File: src/mffp_pkg.sv
package mffp_pkg;

  localparam int unsigned FrameLen = 10;
  localparam int unsigned IdxW     = 4;

  localparam logic [IdxW-1:0] FirstIdx = IdxW'(0);
  localparam logic [IdxW-1:0] CheckIdx = IdxW'(FrameLen - 1);

  localparam logic [7:0] CrcPoly = 8'h8C;
  localparam logic [7:0] CrcInit = 8'h00;

  localparam logic [7:0] LeftIdReset = 8'h01;

  // Fault byte bit positions
  localparam int unsigned FaultPhaseOcBit = 0;
  localparam int unsigned FaultBusOcBit   = 1;
  localparam int unsigned FaultSensorBit  = 2;
  localparam int unsigned FaultStallBit   = 3;

  // Register map: register index sits above the byte offset
  localparam int unsigned PaddrW = 3;
  localparam logic        RegLeftId = 1'b0;

  typedef struct packed {
    logic [7:0]         mode;
    logic [15:0]        current;
    logic signed [15:0] speed;
    logic [7:0]         temperature;
    logic [7:0]         angle;
    logic [7:0]         fault;
  } mffp_record_t;

  typedef struct packed {
    logic         crc_ok;
    logic         is_left;
    mffp_record_t rec;
  } mffp_result_t;

  // One byte of the reflected CRC-8, LSB first
  function automatic logic [7:0] crc8_step(logic [7:0] crc, logic [7:0] b);
    logic [7:0] c;
    c = crc ^ b;
    for (int i = 0; i < 8; i++) begin
      if (c[0]) begin
        c = (c >> 1) ^ CrcPoly;
      end else begin
        c = c >> 1;
      end
    end
    return c;
  endfunction

endpackage

File: src/mffp_cfg_regs.sv
module mffp_cfg_regs import mffp_pkg::*; (
  input  logic              clk_i,
  input  logic              rst_ni,
  input  logic              psel,
  input  logic              penable,
  input  logic              pwrite,
  input  logic [PaddrW-1:0] paddr,
  input  logic [31:0]       pwdata,
  output logic [31:0]       prdata,
  output logic              pready,
  output logic [7:0]        left_id_o
);

  logic [7:0] left_id_q, left_id_d;
  logic       reg_sel;
  logic       wr_en;

  assign pready  = 1'b1;
  assign reg_sel = paddr[PaddrW-1];
  assign wr_en   = psel && penable && pwrite;

  always_comb begin
    left_id_d = left_id_q;
    if (wr_en && (reg_sel == RegLeftId)) begin
      left_id_d = pwdata[7:0];
    end
  end

  always_comb begin
    unique case (reg_sel)
      RegLeftId: prdata = {24'b0, left_id_q};
      default:   prdata = 32'b0;
    endcase
  end

  always_ff @(posedge clk_i or negedge rst_ni) begin
    if (!rst_ni) begin
      left_id_q <= LeftIdReset;
    end else begin
      left_id_q <= left_id_d;
    end
  end

  assign left_id_o = left_id_q;

endmodule

File: src/mffp_frame_engine.sv
module mffp_frame_engine import mffp_pkg::*; (
  input  logic         clk_i,
  input  logic         rst_ni,
  input  logic         step_i,
  input  logic [7:0]   rx_byte_i,
  input  logic         frame_start_i,
  input  logic [7:0]   requested_id_i,
  input  logic [7:0]   left_id_i,
  output logic         emit_o,
  output mffp_result_t result_o
);

  logic [IdxW-1:0] byte_index_q, byte_index_d;
  logic [7:0]      crc_q, crc_d;
  logic [7:0]      frame_q [8];
  mffp_record_t    left_q, left_d;
  mffp_record_t    right_q, right_d;

  logic [IdxW-1:0] idx;
  logic [IdxW-1:0] idx_m1;
  logic            is_check;
  logic            crc_ok;
  logic            is_left;
  mffp_record_t    rx_rec;
  mffp_record_t    sel_rec;

  always_comb begin
    idx = frame_start_i ? FirstIdx : byte_index_q;
    if (idx > CheckIdx) begin
      idx = FirstIdx;
    end
  end

  assign idx_m1   = idx - IdxW'(1);
  assign is_check = (idx == CheckIdx);
  assign crc_ok   = (rx_byte_i == crc_q);
  assign is_left  = (requested_id_i == left_id_i);

  always_comb begin
    rx_rec.mode        = frame_q[0];
    rx_rec.current     = {frame_q[1], frame_q[2]};
    rx_rec.speed       = {frame_q[3], frame_q[4]};
    rx_rec.temperature = frame_q[5];
    rx_rec.angle       = frame_q[6];
    rx_rec.fault       = frame_q[7];
  end

  always_comb begin
    sel_rec = is_left ? left_q : right_q;
    if (crc_ok) begin
      sel_rec = rx_rec;
    end
  end

  always_comb begin
    byte_index_d = byte_index_q;
    crc_d        = crc_q;
    left_d       = left_q;
    right_d      = right_q;
    if (step_i) begin
      if (is_check) begin
        byte_index_d = FirstIdx;
        crc_d        = CrcInit;
        if (is_left) begin
          left_d = sel_rec;
        end else begin
          right_d = sel_rec;
        end
      end else begin
        byte_index_d = idx + IdxW'(1);
        crc_d        = crc8_step((idx == FirstIdx) ? CrcInit : crc_q, rx_byte_i);
      end
    end
  end

  always_ff @(posedge clk_i or negedge rst_ni) begin
    if (!rst_ni) begin
      byte_index_q <= FirstIdx;
      crc_q        <= CrcInit;
      left_q       <= '0;
      right_q      <= '0;
    end else begin
      byte_index_q <= byte_index_d;
      crc_q        <= crc_d;
      left_q       <= left_d;
      right_q      <= right_d;
    end
  end

  // Capture payload bytes 1..8; byte 0 and the check byte are not kept
  always_ff @(posedge clk_i) begin
    if (step_i && !is_check && (idx != FirstIdx)) begin
      frame_q[idx_m1[2:0]] <= rx_byte_i;
    end
  end

  assign emit_o           = step_i && is_check;
  assign result_o.crc_ok  = crc_ok;
  assign result_o.is_left = is_left;
  assign result_o.rec     = sel_rec;

endmodule

File: src/motor_feedback_frame_parser.sv
// Motor feedback frame parser: takes a 10-byte feedback reply one byte per
// transaction (frame_start marks byte 0 and restarts the count) and runs a
// reflected CRC-8 (polynomial 0x8C, init 0) over bytes 0 to 8. On the tenth
// byte one result leaves: on a CRC match bytes 1..8 go into the left record
// (requested_id equal to left_id) or the right record; on a mismatch the
// record is kept and reported with crc_ok low. One byte is accepted every
// cycle while the input does not stall; a check byte first sits in the
// input register, and its result is loaded into the result register when
// that byte moves on. The input only stalls when the result register is
// full and not being taken. left_id lives at APB address 0 and resets to 1.
module motor_feedback_frame_parser import mffp_pkg::*; (
  input  logic               clk_i,
  input  logic               rst_ni,
  input  logic               psel,
  input  logic               penable,
  input  logic               pwrite,
  input  logic [PaddrW-1:0]  paddr,
  input  logic [31:0]        pwdata,
  output logic [31:0]        prdata,
  output logic               pready,
  input  logic               in_valid_i,
  output logic               in_ready_o,
  input  logic [7:0]         rx_byte_i,
  input  logic               frame_start_i,
  input  logic [7:0]         requested_id_i,
  output logic               out_valid_o,
  input  logic               out_ready_i,
  output logic               crc_ok_o,
  output logic               is_left_o,
  output logic [7:0]         motor_mode_o,
  output logic [15:0]        motor_current_o,
  output logic signed [15:0] motor_speed_o,
  output logic [7:0]         temperature_o,
  output logic [7:0]         angle_o,
  output logic [7:0]         fault_byte_o,
  output logic               phase_overcurrent_o,
  output logic               bus_overcurrent_o,
  output logic               sensor_fault_o,
  output logic               stalled_o
);

  logic [7:0]   left_id;
  logic         in_valid_q, in_valid_d;
  logic [7:0]   rx_byte_q;
  logic         frame_start_q;
  logic [7:0]   requested_id_q;
  logic         out_valid_q, out_valid_d;
  mffp_result_t res_q;
  mffp_result_t res;
  logic         emit;
  logic         advance;
  logic         in_fire;

  mffp_cfg_regs u_cfg (
    .clk_i     (clk_i),
    .rst_ni    (rst_ni),
    .psel      (psel),
    .penable   (penable),
    .pwrite    (pwrite),
    .paddr     (paddr),
    .pwdata    (pwdata),
    .prdata    (prdata),
    .pready    (pready),
    .left_id_o (left_id)
  );

  // Stage 1 moves on whenever the result register has room
  assign advance    = in_valid_q && (!out_valid_q || out_ready_i);
  assign in_ready_o = !in_valid_q || advance;
  assign in_fire    = in_valid_i && in_ready_o;

  mffp_frame_engine u_engine (
    .clk_i          (clk_i),
    .rst_ni         (rst_ni),
    .step_i         (advance),
    .rx_byte_i      (rx_byte_q),
    .frame_start_i  (frame_start_q),
    .requested_id_i (requested_id_q),
    .left_id_i      (left_id),
    .emit_o         (emit),
    .result_o       (res)
  );

  always_comb begin
    in_valid_d = in_valid_q;
    if (in_fire) begin
      in_valid_d = 1'b1;
    end else if (advance) begin
      in_valid_d = 1'b0;
    end
  end

  always_comb begin
    out_valid_d = out_valid_q;
    if (advance && emit) begin
      out_valid_d = 1'b1;
    end else if (out_ready_i) begin
      out_valid_d = 1'b0;
    end
  end

  always_ff @(posedge clk_i or negedge rst_ni) begin
    if (!rst_ni) begin
      in_valid_q  <= 1'b0;
      out_valid_q <= 1'b0;
    end else begin
      in_valid_q  <= in_valid_d;
      out_valid_q <= out_valid_d;
    end
  end

  always_ff @(posedge clk_i) begin
    if (in_fire) begin
      rx_byte_q      <= rx_byte_i;
      frame_start_q  <= frame_start_i;
      requested_id_q <= requested_id_i;
    end
  end

  // Hold the result until the transaction completes downstream
  always_ff @(posedge clk_i) begin
    if (advance && emit) begin
      res_q <= res;
    end
  end

  assign out_valid_o         = out_valid_q;
  assign crc_ok_o            = res_q.crc_ok;
  assign is_left_o           = res_q.is_left;
  assign motor_mode_o        = res_q.rec.mode;
  assign motor_current_o     = res_q.rec.current;
  assign motor_speed_o       = res_q.rec.speed;
  assign temperature_o       = res_q.rec.temperature;
  assign angle_o             = res_q.rec.angle;
  assign fault_byte_o        = res_q.rec.fault;
  assign phase_overcurrent_o = res_q.rec.fault[FaultPhaseOcBit];
  assign bus_overcurrent_o   = res_q.rec.fault[FaultBusOcBit];
  assign sensor_fault_o      = res_q.rec.fault[FaultSensorBit];
  assign stalled_o           = res_q.rec.fault[FaultStallBit];

endmodule
File: config.mk
export PLATFORM = sky130hd
export DESIGN_NAME = motor_feedback_frame_parser
export DESIGN_NICKNAME = d
export VERILOG_FILES = /design/src/mffp_pkg.sv /design/src/mffp_cfg_regs.sv /design/src/mffp_frame_engine.sv /design/src/motor_feedback_frame_parser.sv
export SDC_FILE = /design/constraint.sdc
export NUM_CORES = 1
export LEC_CHECK = 0
export BUFFER_PORTS_ARGS = -buffer_cell sky130_fd_sc_hd__buf_2
export CORE_ASPECT_RATIO = 0.75
export CORE_MARGIN = 1.5
export CORE_UTILIZATION = 45
export CTS_CLUSTER_DIAMETER = 60
export DETAILED_ROUTE_END_ITERATION = 6
export SLEW_MARGIN = 30
export SYNTH_ARGS = -nofsm -noshare
export SYNTH_HDL_FRONTEND = slang
export SYNTH_SLANG_ARGS = --single-unit
File: constraint.sdc
create_clock -name clk_i -period 6.5 [get_ports clk_i]
set_input_delay 0.65 -clock clk_i [delete_from_list [all_inputs] [get_ports clk_i]]
set_output_delay 0.65 -clock clk_i [all_outputs]
set_load 0.05 [all_outputs]
# After elaboration in Yosys (flattened, before gate mapping)
# Memory sizes are Yosys's and may differ from the RTL's.
# Index checks and enable logic that the tools add are counted.
word_totals:
  out_inout_bits: 105
  ram_bits: 64
  n_memories: 1
  inputBits: 59
  elab_cells: 102
  ff_bits: 233
op_classes:
  n_addsub: 2
  eq_ne: 3
  n_lt_le_gt_ge: 1
  n_mux: 36
  n_bitwise: 11
  reduce_logical: 20
mem_list:
  columns: ["name", "words", "width", "read_ports", "rd_ports_with_merged_regs", "wr", "line", "text"]
  rows:
  - ["u_engine.frame_q", 8, 8, 8, 0, 1, "mffp_frame_engine.sv:15", "logic [7:0] frame_q [8];"]
op_table:
  columns: ["operator", "count"]
  rows:
  - ["$mux W8", 25]
  - ["$mux W64", 2]
  - ["$not A2 Y3", 8]
  - ["$eq A8 B8 Y1", 2]
  - ["$mux W4", 3]
  - ["$logic_and A1 B1 Y1", 9]
  - ["$xor A8 B8 Y8", 1]
  - ["$mux W1", 6]
  - ["$reduce_and A3 Y1", 2]
  - ["$add A4 B1 Y4 const B", 1]
  - ["$eq A4 B4 Y1 const B", 1]
  - ["$gt A4 B4 Y1 const B", 1]
  - ["$logic_not A4 Y1", 1]
  - ["$reduce_bool A2 Y1", 2]
  - ["$reduce_bool A4 Y1", 1]
  - ["$logic_not A1 Y1", 3]
  - ["$sub A3 B1 Y3 const B", 1]
  - ["$logic_or A1 B1 Y1", 2]
  - ["$not A1 Y1", 2]

# Depth between registers and ports, before layout
# Gate-level depths: netlist of run 1.
depth:
  ltp_word: 37
  depth_mapped: 9

# Modules after synthesis
# Synthesis of run 1 repeated with hierarchy kept, for this count alone.
hier_totals:
  cells_unflattened: 839
  area_unflattened_um2: 12801.0
modules_own_cells:
  columns: ["mod", "n_inst", "seq_area_each_um2", "cells_per_inst", "area_per_inst_um2"]
  rows:
  - ["mffp_frame_engine", 1, 5425.2, 690, 9586.7]
  - ["motor_feedback_frame_parser", 1, 2542.4, 97, 2633.8]
  - ["mffp_cfg_regs", 1, 201.4, 52, 580.6]

# Worst setup path before layout of run 1
# No wires, ideal clock.
synth_path:
  path_type: "reg2reg"
  start: "reg frame_start_q"
  end: "reg u_engine.left_q[15] in the netlist's numbering"
  path_stages_with_launch: 9
  t_required_ps: 6373
  slack_ps: 1019
  t_arrival_ps: 5354
  setup_time_ps: 127
  n_path_buf: 2
  synth_period_minus_slack_ps: 5481
  cell_sequence: "edfxtp_1 -> clkbuf_1 -> and3b_1 -> ha_1 -> or3b_4 -> nor2_1 -> nand4_4 -> buf_6 -> mux2_1"
synth_between:
  elab_chain_len: 5
synth_rtl:
  columns: ["element", "line", "text"]
  rows:
  - ["start, declared", "motor_feedback_frame_parser.sv:45", "logic frame_start_q;"]
  - ["start signal, assigned", "motor_feedback_frame_parser.sv:115", "frame_start_q <= frame_start_i;"]
  - ["$mux W4 (*)", "mffp_frame_engine.sv:28", "idx = frame_start_i ? FirstIdx : byte_index_q;"]
  - ["$gt A4 B4 Y1", "mffp_frame_engine.sv:29", "if (idx > CheckIdx) begin"]
  - ["$mux W4 (*)", "mffp_frame_engine.sv:29", null]
  - ["$eq A4 B4 Y1 (*)", "mffp_frame_engine.sv:35", "assign is_check = (idx == CheckIdx);"]
  - ["$reduce_and A3 Y1 (no source line) (*)", null, null]
  - ["end signal, assigned", "mffp_frame_engine.sv:85", "left_q <= left_d;"]
  - ["end, declared", "mffp_frame_engine.sv:16", "mffp_record_t left_q, left_d;"]
# Mark *: on every way between the ends. The rest lies on a longest branch, timed or not.
# A chain may end at the register's enable or synchronous reset.

# Worst setup path in the final report of run 1
layout_path:
  start: "reg rx_byte_q[0]"
  end: "reg u_engine.right_q[22] in the netlist's numbering"
layout_between:
  elab_chain_len: 2
layout_rtl:
  columns: ["element", "line", "text"]
  rows:
  - ["start, declared", "motor_feedback_frame_parser.sv:44", "logic [7:0] rx_byte_q;"]
  - ["start signal, assigned", "motor_feedback_frame_parser.sv:114", "rx_byte_q <= rx_byte_i;"]
  - ["$eq A8 B8 Y1", "mffp_frame_engine.sv:36", "assign crc_ok = (rx_byte_i == crc_q);"]
  - ["$mux W64", "mffp_frame_engine.sv:50", "if (crc_ok) begin"]
  - ["end signal, assigned", "mffp_frame_engine.sv:86", "right_q <= right_d;"]
  - ["end, declared", "mffp_frame_engine.sv:17", "mffp_record_t right_q, right_d;"]
# No other way between the ends.

==> flow_metrics.tcl, run 1 <==
set metrics [dict create \
    status "complete, no violations" \
    maxSlewHeadroom 0.4291 \
    portBuffers 112 \
    die_h_um 148.6 \
    synth_enable_flop_cells 147 \
    post-route-drc-count 0 \
    worst_setup_path_end_kind "flop" \
    total_power_mw 4.268 \
    detail_route.iter0.violations 368 \
    flow.area_growth_from_synthesis_pct 13.58 \
    wire_length_of_the_first_global_routing_pass_mm 38.55 \
    yosys.cell_types.count 49 \
    timing.critical_path.required_ns 6.93 \
    rrSetupSlack_ns 2.13 \
    clk_latency_ns 0.55 \
    netlist_area_um2 12720 \
    finalSetupTns_ns 0 \
    ant_nets 0 \
    power_per_cell_area_nw_per_um2 295.4 \
    insertedDiodeCount 0 \
    die-area_um2 29300 \
    postCtsSetupBuffers 0 \
    min_path_type "in -> async" \
    clockRootBuffer "sky130_fd_sc_hd__clkbuf_16" \
    fraction_of_the_cycle_the_final_worst_path_needs 0.6726 \
    grt_use_total 0.1691 \
    timing_hold_violations_final 0 \
    asyncSetResetFlopFracSynth 0.5051 \
    ir_drop_uv 183.8 \
    cp_max_fo 62 \
    dr_total_vias 6710 \
    num-nets-final 1017 \
    number_of_top_level_design_ports 164 \
    final_period_minus_worst_setup_slack_ns 4.372 \
    synth_sequential_area_ratio 0.6421 \
    report.final.setup_viol 0 \
    max-clock-path-buffers 3 \
    p_leak_nw 6.582 \
    largest_net_degree_at_the_start_of_global_routing 84 \
    maxClockFrequency_mhz 228.7 \
    core_region_area_um2 27920 \
    floorplan.initialDensity 0.4557 \
    cts_resized 0 \
    synth.top_cell.area_share 0.3470 \
    die_x_um 197.2 \
    drive_gt1_frac 0.3156 \
    routed_wirelength_mm 24.23 \
    worstPathArrival_ns 4.80 \
    place_hpwl_mm 14.01 \
    num_rows 53 \
    first_global_vias 6820 \
    cts_tree "yes" \
    tritoncts.num_buffers 31 \
    grt_setup_unrepaired "no" \
    critical_path_source_type "flop" \
    clock-sinks 297 \
    1st_pass_router_iterations 6 \
    worst_pin_slew_ns 0.8532 \
    route.detailed.vias_per_inst 4.919 \
    ys.flop_type "sky130_fd_sc_hd__dfrtp_1" \
    slew_viol_final 0 \
    htree_levels 1 \
    number_of_register_bits_inferred_by_synthesis 297 \
    cts-hold-fix-buffers 0 \
    place.gp.congestion 0.7680 \
    clkSlewWorstSetupHoldPaths_ns 0.06 \
    fin_skew_ns 0.01255 \
    grt_overflow 0 \
    synthTopCellsByArea "sky130_fd_sc_hd__edfxtp_1, sky130_fd_sc_hd__dfrtp_1, sky130_fd_sc_hd__mux2_4" \
    grt_antenna_before_repair 0 \
    setup.worst_path.class "reg -> reg" \
    routedWlPerCell_um 17.76 \
    netlist.top_cell.by_area "sky130_fd_sc_hd__edfxtp_1" \
    drv.max_cap_violation_count 0 \
    postSynthAreaPerCell_um2 15.06 \
    yosysWarningCount 0 \
    hold_slack_ns 0.1591 \
    synth_cells 845 \
]
-- synthesized netlist by cell type (4+ instances only) --
master                     count
sky130_fd_sc_hd__buf_4        29
sky130_fd_sc_hd__ha_1          4
sky130_fd_sc_hd__mux2_2       72
sky130_fd_sc_hd__mux2_4       60
sky130_fd_sc_hd__xnor2_1      21
sky130_fd_sc_hd__clkbuf_1     17
sky130_fd_sc_hd__o21ai_0      12
sky130_fd_sc_hd__nor2b_1       9
sky130_fd_sc_hd__mux2_1        5
sky130_fd_sc_hd__edfxtp_1    147
sky130_fd_sc_hd__buf_1         4
sky130_fd_sc_hd__mux2i_1      65
sky130_fd_sc_hd__buf_6         7
sky130_fd_sc_hd__nand2_1      27
sky130_fd_sc_hd__buf_12        6
sky130_fd_sc_hd__nor2_1       77
sky130_fd_sc_hd__xor2_1       17
sky130_fd_sc_hd__dfrtp_1     149
sky130_fd_sc_hd__nand2b_1      5
sky130_fd_sc_hd__buf_2         5
sky130_fd_sc_hd__inv_1         5
sky130_fd_sc_hd__a21oi_1      65
sky130_fd_sc_hd__xnor3_1       4
-- sequential cells by signal, summed over array words and instances, names as in the netlist, 4 cells and up --
| register | count |
|---|---|
| angle_o | 8 |
| fault_byte_o | 8 |
| motor_current_o | 16 |
| motor_mode_o | 8 |
| motor_speed_o | 16 |
| requested_id_q | 8 |
| rx_byte_q | 8 |
| temperature_o | 8 |
| u_cfg.left_id_o | 8 |
| u_engine.byte_index_q | 4 |
| u_engine.crc_q | 8 |
| u_engine.frame_q | 64 |
| u_engine.left_q | 64 |
| u_engine.right_q | 64 |
-- power by group --
part	internal, mW	total (mW)	switching [mW]	leakage, nW
sequential	2.04	2.13	0.0896	3.55
clock	0.983	1.70	0.713	0.486
combinational	0.199	0.442	0.244	2.55
-- layer usage --
| metal | track usage | vias up | routed length [um] |
|---|---|---|---|
| met2 | 0.2597 | 158 | 10910 |
| met5 | 0 | - | 0 |
| met3 | 0.02766 | 32 | 1182 |
| met1 | 0.2548 | 3336 | 11720 |
| met4 | 0.03359 | 0 | 413 |
| li1 | - | 3184 | - |
-- cell families after synthesis --
family                     after synthesis  share of synthesized area
xor gates and xnor gates                43                    0.03511
AOI/OAI and AO/OA                       86                    0.03590
adders and majority gates                4                   0.003934
other                                    2                  0.0005903
muxes                                  202                     0.1901
DFF                                    297                     0.6421
and+or+nand+nor                        137                    0.04947
buffers and inverters                   74                    0.04278
-- final cells by class --
cell class	instances	area [um^2]
Timing Repair Buffer	122	681.9
Clock inverter	16	140.1
Clock buffer	42	837.1
Fill cell	2342	13470
Tap cell	385	481.7
Sequential cell	297	8169
Multi-Input combinational cell	497	4121
Inverter	5	18.77
-- through the flow --
stage	setup WS [ns]	std cells	area, um^2	util
after global placement	2.083	1304	13420	0.4806
final	2.128	1364	14450	0.5176
after detailed placement	2.108	1305	13450	0.4816
after floorplan	1.019	868	12810	-
after CTS	2.079	1363	14420	0.5166
after global routing	1.826	1364	14450	0.5176
-- path summary, 6_finish.rpt --
check,start,endpoint,depth (start not counted)
setup reg to reg,rx_byte_q[0]$_DFFE_PP_,u_engine.right_q[22]$_DFFE_PN0P_,6
min in group clk_i,frame_start_i,frame_start_q$_DFFE_PP_,1
setup / recovery,rx_byte_q[0]$_DFFE_PP_,u_engine.right_q[22]$_DFFE_PN0P_,6
hold reg to reg,u_engine.left_q[60]$_DFFE_PN0P_,u_engine.left_q[60]$_DFFE_PN0P_,1
max in group asynchronous,rst_ni,u_engine.left_q[45]$_DFFE_PN0P_,2
hold / removal,rst_ni,u_engine.right_q[48]$_DFFE_PN0P_,1
-- critical path, stage by stage (launching register included) --
cell and delay, ns:
sky130_fd_sc_hd__edfxtp_1 0.89, sky130_fd_sc_hd__xor2_1 0.13, sky130_fd_sc_hd__nor4_1 0.74, sky130_fd_sc_hd__nand2_4 0.58
sky130_fd_sc_hd__or4_4 0.97, sky130_fd_sc_hd__buf_4 0.46, sky130_fd_sc_hd__mux2_4 0.40
-- placed cells by master (no fill, tap or decap), types with 26 or more instances in the layout --
master	n
sky130_fd_sc_hd__dfrtp_1	149
sky130_fd_sc_hd__edfxtp_1	147
sky130_fd_sc_hd__buf_2	111
sky130_fd_sc_hd__nor2_1	75
sky130_fd_sc_hd__mux2_2	72
sky130_fd_sc_hd__mux2i_1	65
sky130_fd_sc_hd__a21oi_1	65
sky130_fd_sc_hd__mux2_4	60
sky130_fd_sc_hd__clkbuf_16	31
sky130_fd_sc_hd__nand2_1	26
No activity file was read; power rests on OpenSTA's default activity.
==> run 2, diff against run 1 <==
==> constraint.sdc (replaced) <==
create_clock -name clk_i -period 4.31 [get_ports clk_i]
set_input_delay 0.431 -clock clk_i [delete_from_list [all_inputs] [get_ports clk_i]]
set_output_delay 0.431 -clock clk_i [all_outputs]
set_load 0.05 [all_outputs]
==> flow_metrics.tcl, run 2 (synthesis gave the netlist of run 1 again) <==
set metrics [dict create \
    drv.max_cap_violation_count 0 \
    worstPathArrival_ns 3.54 \
    1st_pass_router_iterations 5 \
    clk_latency_ns 0.58 \
    dr_total_vias 6814 \
    hp-start "requested_id_i[4]" \
    slew_viol_final 0 \
    place.gp.congestion 0.7513 \
    layout_common_cells "sky130_fd_sc_hd__dfrtp_1, sky130_fd_sc_hd__edfxtp_1, sky130_fd_sc_hd__buf_2" \
    ff2ff_path_depth 6 \
    number_of_cells_traversed_by_the_worst_hold_path 1 \
    number_of_top_level_design_ports 164 \
    clkSlewWorstSetupHoldPaths_ns 0.06 \
    critPathBufInv 1 \
    crit_path_top_delay_cell "sky130_fd_sc_hd__or4_4" \
    tritoncts.num_buffers 30 \
    flow.area_growth_from_synthesis_pct 13.94 \
    maxSlewHeadroom 0.4018 \
    die_x_um 197.2 \
    hold_slack_ns 0.03974 \
    final_period_minus_worst_setup_slack_ns 3.088 \
    final_area_um2 14500 \
    num_rows 53 \
    insertedDiodeCount 0 \
    cts_tree "yes" \
    worst_setup_path_end_kind "flop" \
    fraction_of_the_cycle_the_final_worst_path_needs 0.7166 \
    seq_area_um2 8169 \
    fin_skew_ns 0.02526 \
    rrSetupSlack_ns 1.22 \
    power_per_cell_area_nw_per_um2 443.9 \
    place_ws_ns 1.180 \
    portBuffers 112 \
    final_critical_path_setup_slack_ns 1.222 \
    worst_pin_slew_ns 0.8973 \
    ir_drop_uv 340.8 \
    min_path_type "in -> reg" \
    ant_nets 0 \
    cp_max_fo 44 \
    worstSetupEndpoint "u_engine.right_q[43]$_DFFE_PN0P_" \
    grt_setup_unrepaired "no" \
    die_h_um 148.6 \
    routed_wirelength_mm 24.35 \
    post-route-drc-count 0 \
    finalCoreUtilization 0.5192 \
    grt-busiest-layer "met2" \
    dp_cells 1314 \
    cts_resized 0 \
    wire_length_of_the_first_global_routing_pass_mm 38.50 \
    globalRouteMet1Util 0.2511 \
    filler_cell_count 2373 \
    detail_route.iter0.violations 429 \
    htree_levels 1 \
    final_cell_count_no_fill 1370 \
    report.final.setup_viol 0 \
    placedInstanceArea_um2 13520 \
    r2r-start "frame_start_q$_DFFE_PP_" \
    drive_gt1_frac 0.3198 \
    worstPathCellList "and3b_1 > ha_1 > or3b_4 > or4_4 > buf_12 > mux2_4" \
    area_taken_by_multi_input_logic_gates_um2 4121 \
    num-nets-final 1025 \
    grt_antenna_before_repair 0 \
    clock-sinks 297 \
    largest_net_degree_at_the_start_of_global_routing 130 \
    total_power_mw 6.435 \
    grt_use_met2 0.2567 \
    routedWlPerCell_um 17.77 \
    r2r-end "u_engine.right_q[43]$_DFFE_PN0P_" \
    critical_path.max_stage_delay_ns 0.68 \
    max-clock-path-buffers 3 \
    route.detailed.vias_per_inst 4.974 \
    grt_use_total 0.1700 \
    floorplan.initialDensity 0.4557 \
    timing.critical_path.required_ns 4.76 \
    core_region_area_um2 27920 \
    clockRootBuffer "sky130_fd_sc_hd__clkbuf_16" \
    grt_overflow 0 \
    finalSetupTns_ns 0 \
    timing_hold_violations_final 0 \
    most_common_cell_after_layout_fill_and_taps_aside "sky130_fd_sc_hd__dfrtp_1" \
    critical_path.top_delay_family "simple AND/OR/NAND/NOR gates" \
    die-area_um2 29300 \
    startpoint "frame_start_q$_DFFE_PP_" \
    cp_num_cells 6 \
    first_global_vias 6837 \
    p_leak_nw 6.610 \
    place_hpwl_mm 14.01 \
    maxClockFrequency_mhz 323.8 \
    status "complete, no violations" \
    setup.worst_path.class "reg -> reg" \
    critical_path_source_type "flop" \
    grt.met3_usage 0.03605 \
]
-- run 2: where the power goes --
| part | leakage, nW | total (mW) | internal, mW | switching, mW |
|---|---|---|---|---|
| logic | 2.59 | 0.706 | 0.310 | 0.396 |
| clock network | 0.470 | 2.54 | 1.45 | 1.09 |
| registers | 3.55 | 3.19 | 3.07 | 0.113 |
-- run 2: cell type report --
class	count	area share
timing repair buffer	131	0.05101
clock inverter	9	0.006474
tap	385	0.03323
inverter	5	0.001295
sequential	297	0.5636
clock buffer	46	0.06008
multi-input combinational	497	0.2843
-- run 2: worst min-delay path by stage --
stage,endpoint,slack [ns]
after detailed placement,u_engine.left_q[15]$_DFFE_PN0P_,0.49
final,requested_id_q[4]$_DFFE_PP_,0.04
after CTS,rx_byte_q[4]$_DFFE_PP_,0.01
after floorplan,in_valid_q$_DFFE_PN0P_,0.14
after global placement,u_engine.left_q[15]$_DFFE_PN0P_,0.48
after global routing,requested_id_q[5]$_DFFE_PP_,0.01
-- run 2: worst register-to-register path: stages (launching register included) --
cell,delay (ns)
sky130_fd_sc_hd__edfxtp_1,0.54
sky130_fd_sc_hd__and3b_1,0.35
sky130_fd_sc_hd__ha_1,0.24
sky130_fd_sc_hd__or3b_4,0.47
sky130_fd_sc_hd__or4_4,0.68
sky130_fd_sc_hd__buf_12,0.32
sky130_fd_sc_hd__mux2_4,0.38
-- run 2: timing repair --
| action | CTS | global route |
|---|---|---|
| hold buffers | 1 | 0 |
| hold endpoints to repair | 25 | 0 |
| setup buffers | 0 | 0 |
-- run 2: metal layers --
metal / share of wire / vias up
met5: 0 / -
met4: 0.018 / 0
met3: 0.044 / 39
met2: 0.44 / 135
met1: 0.50 / 3436
li1: - / 3204
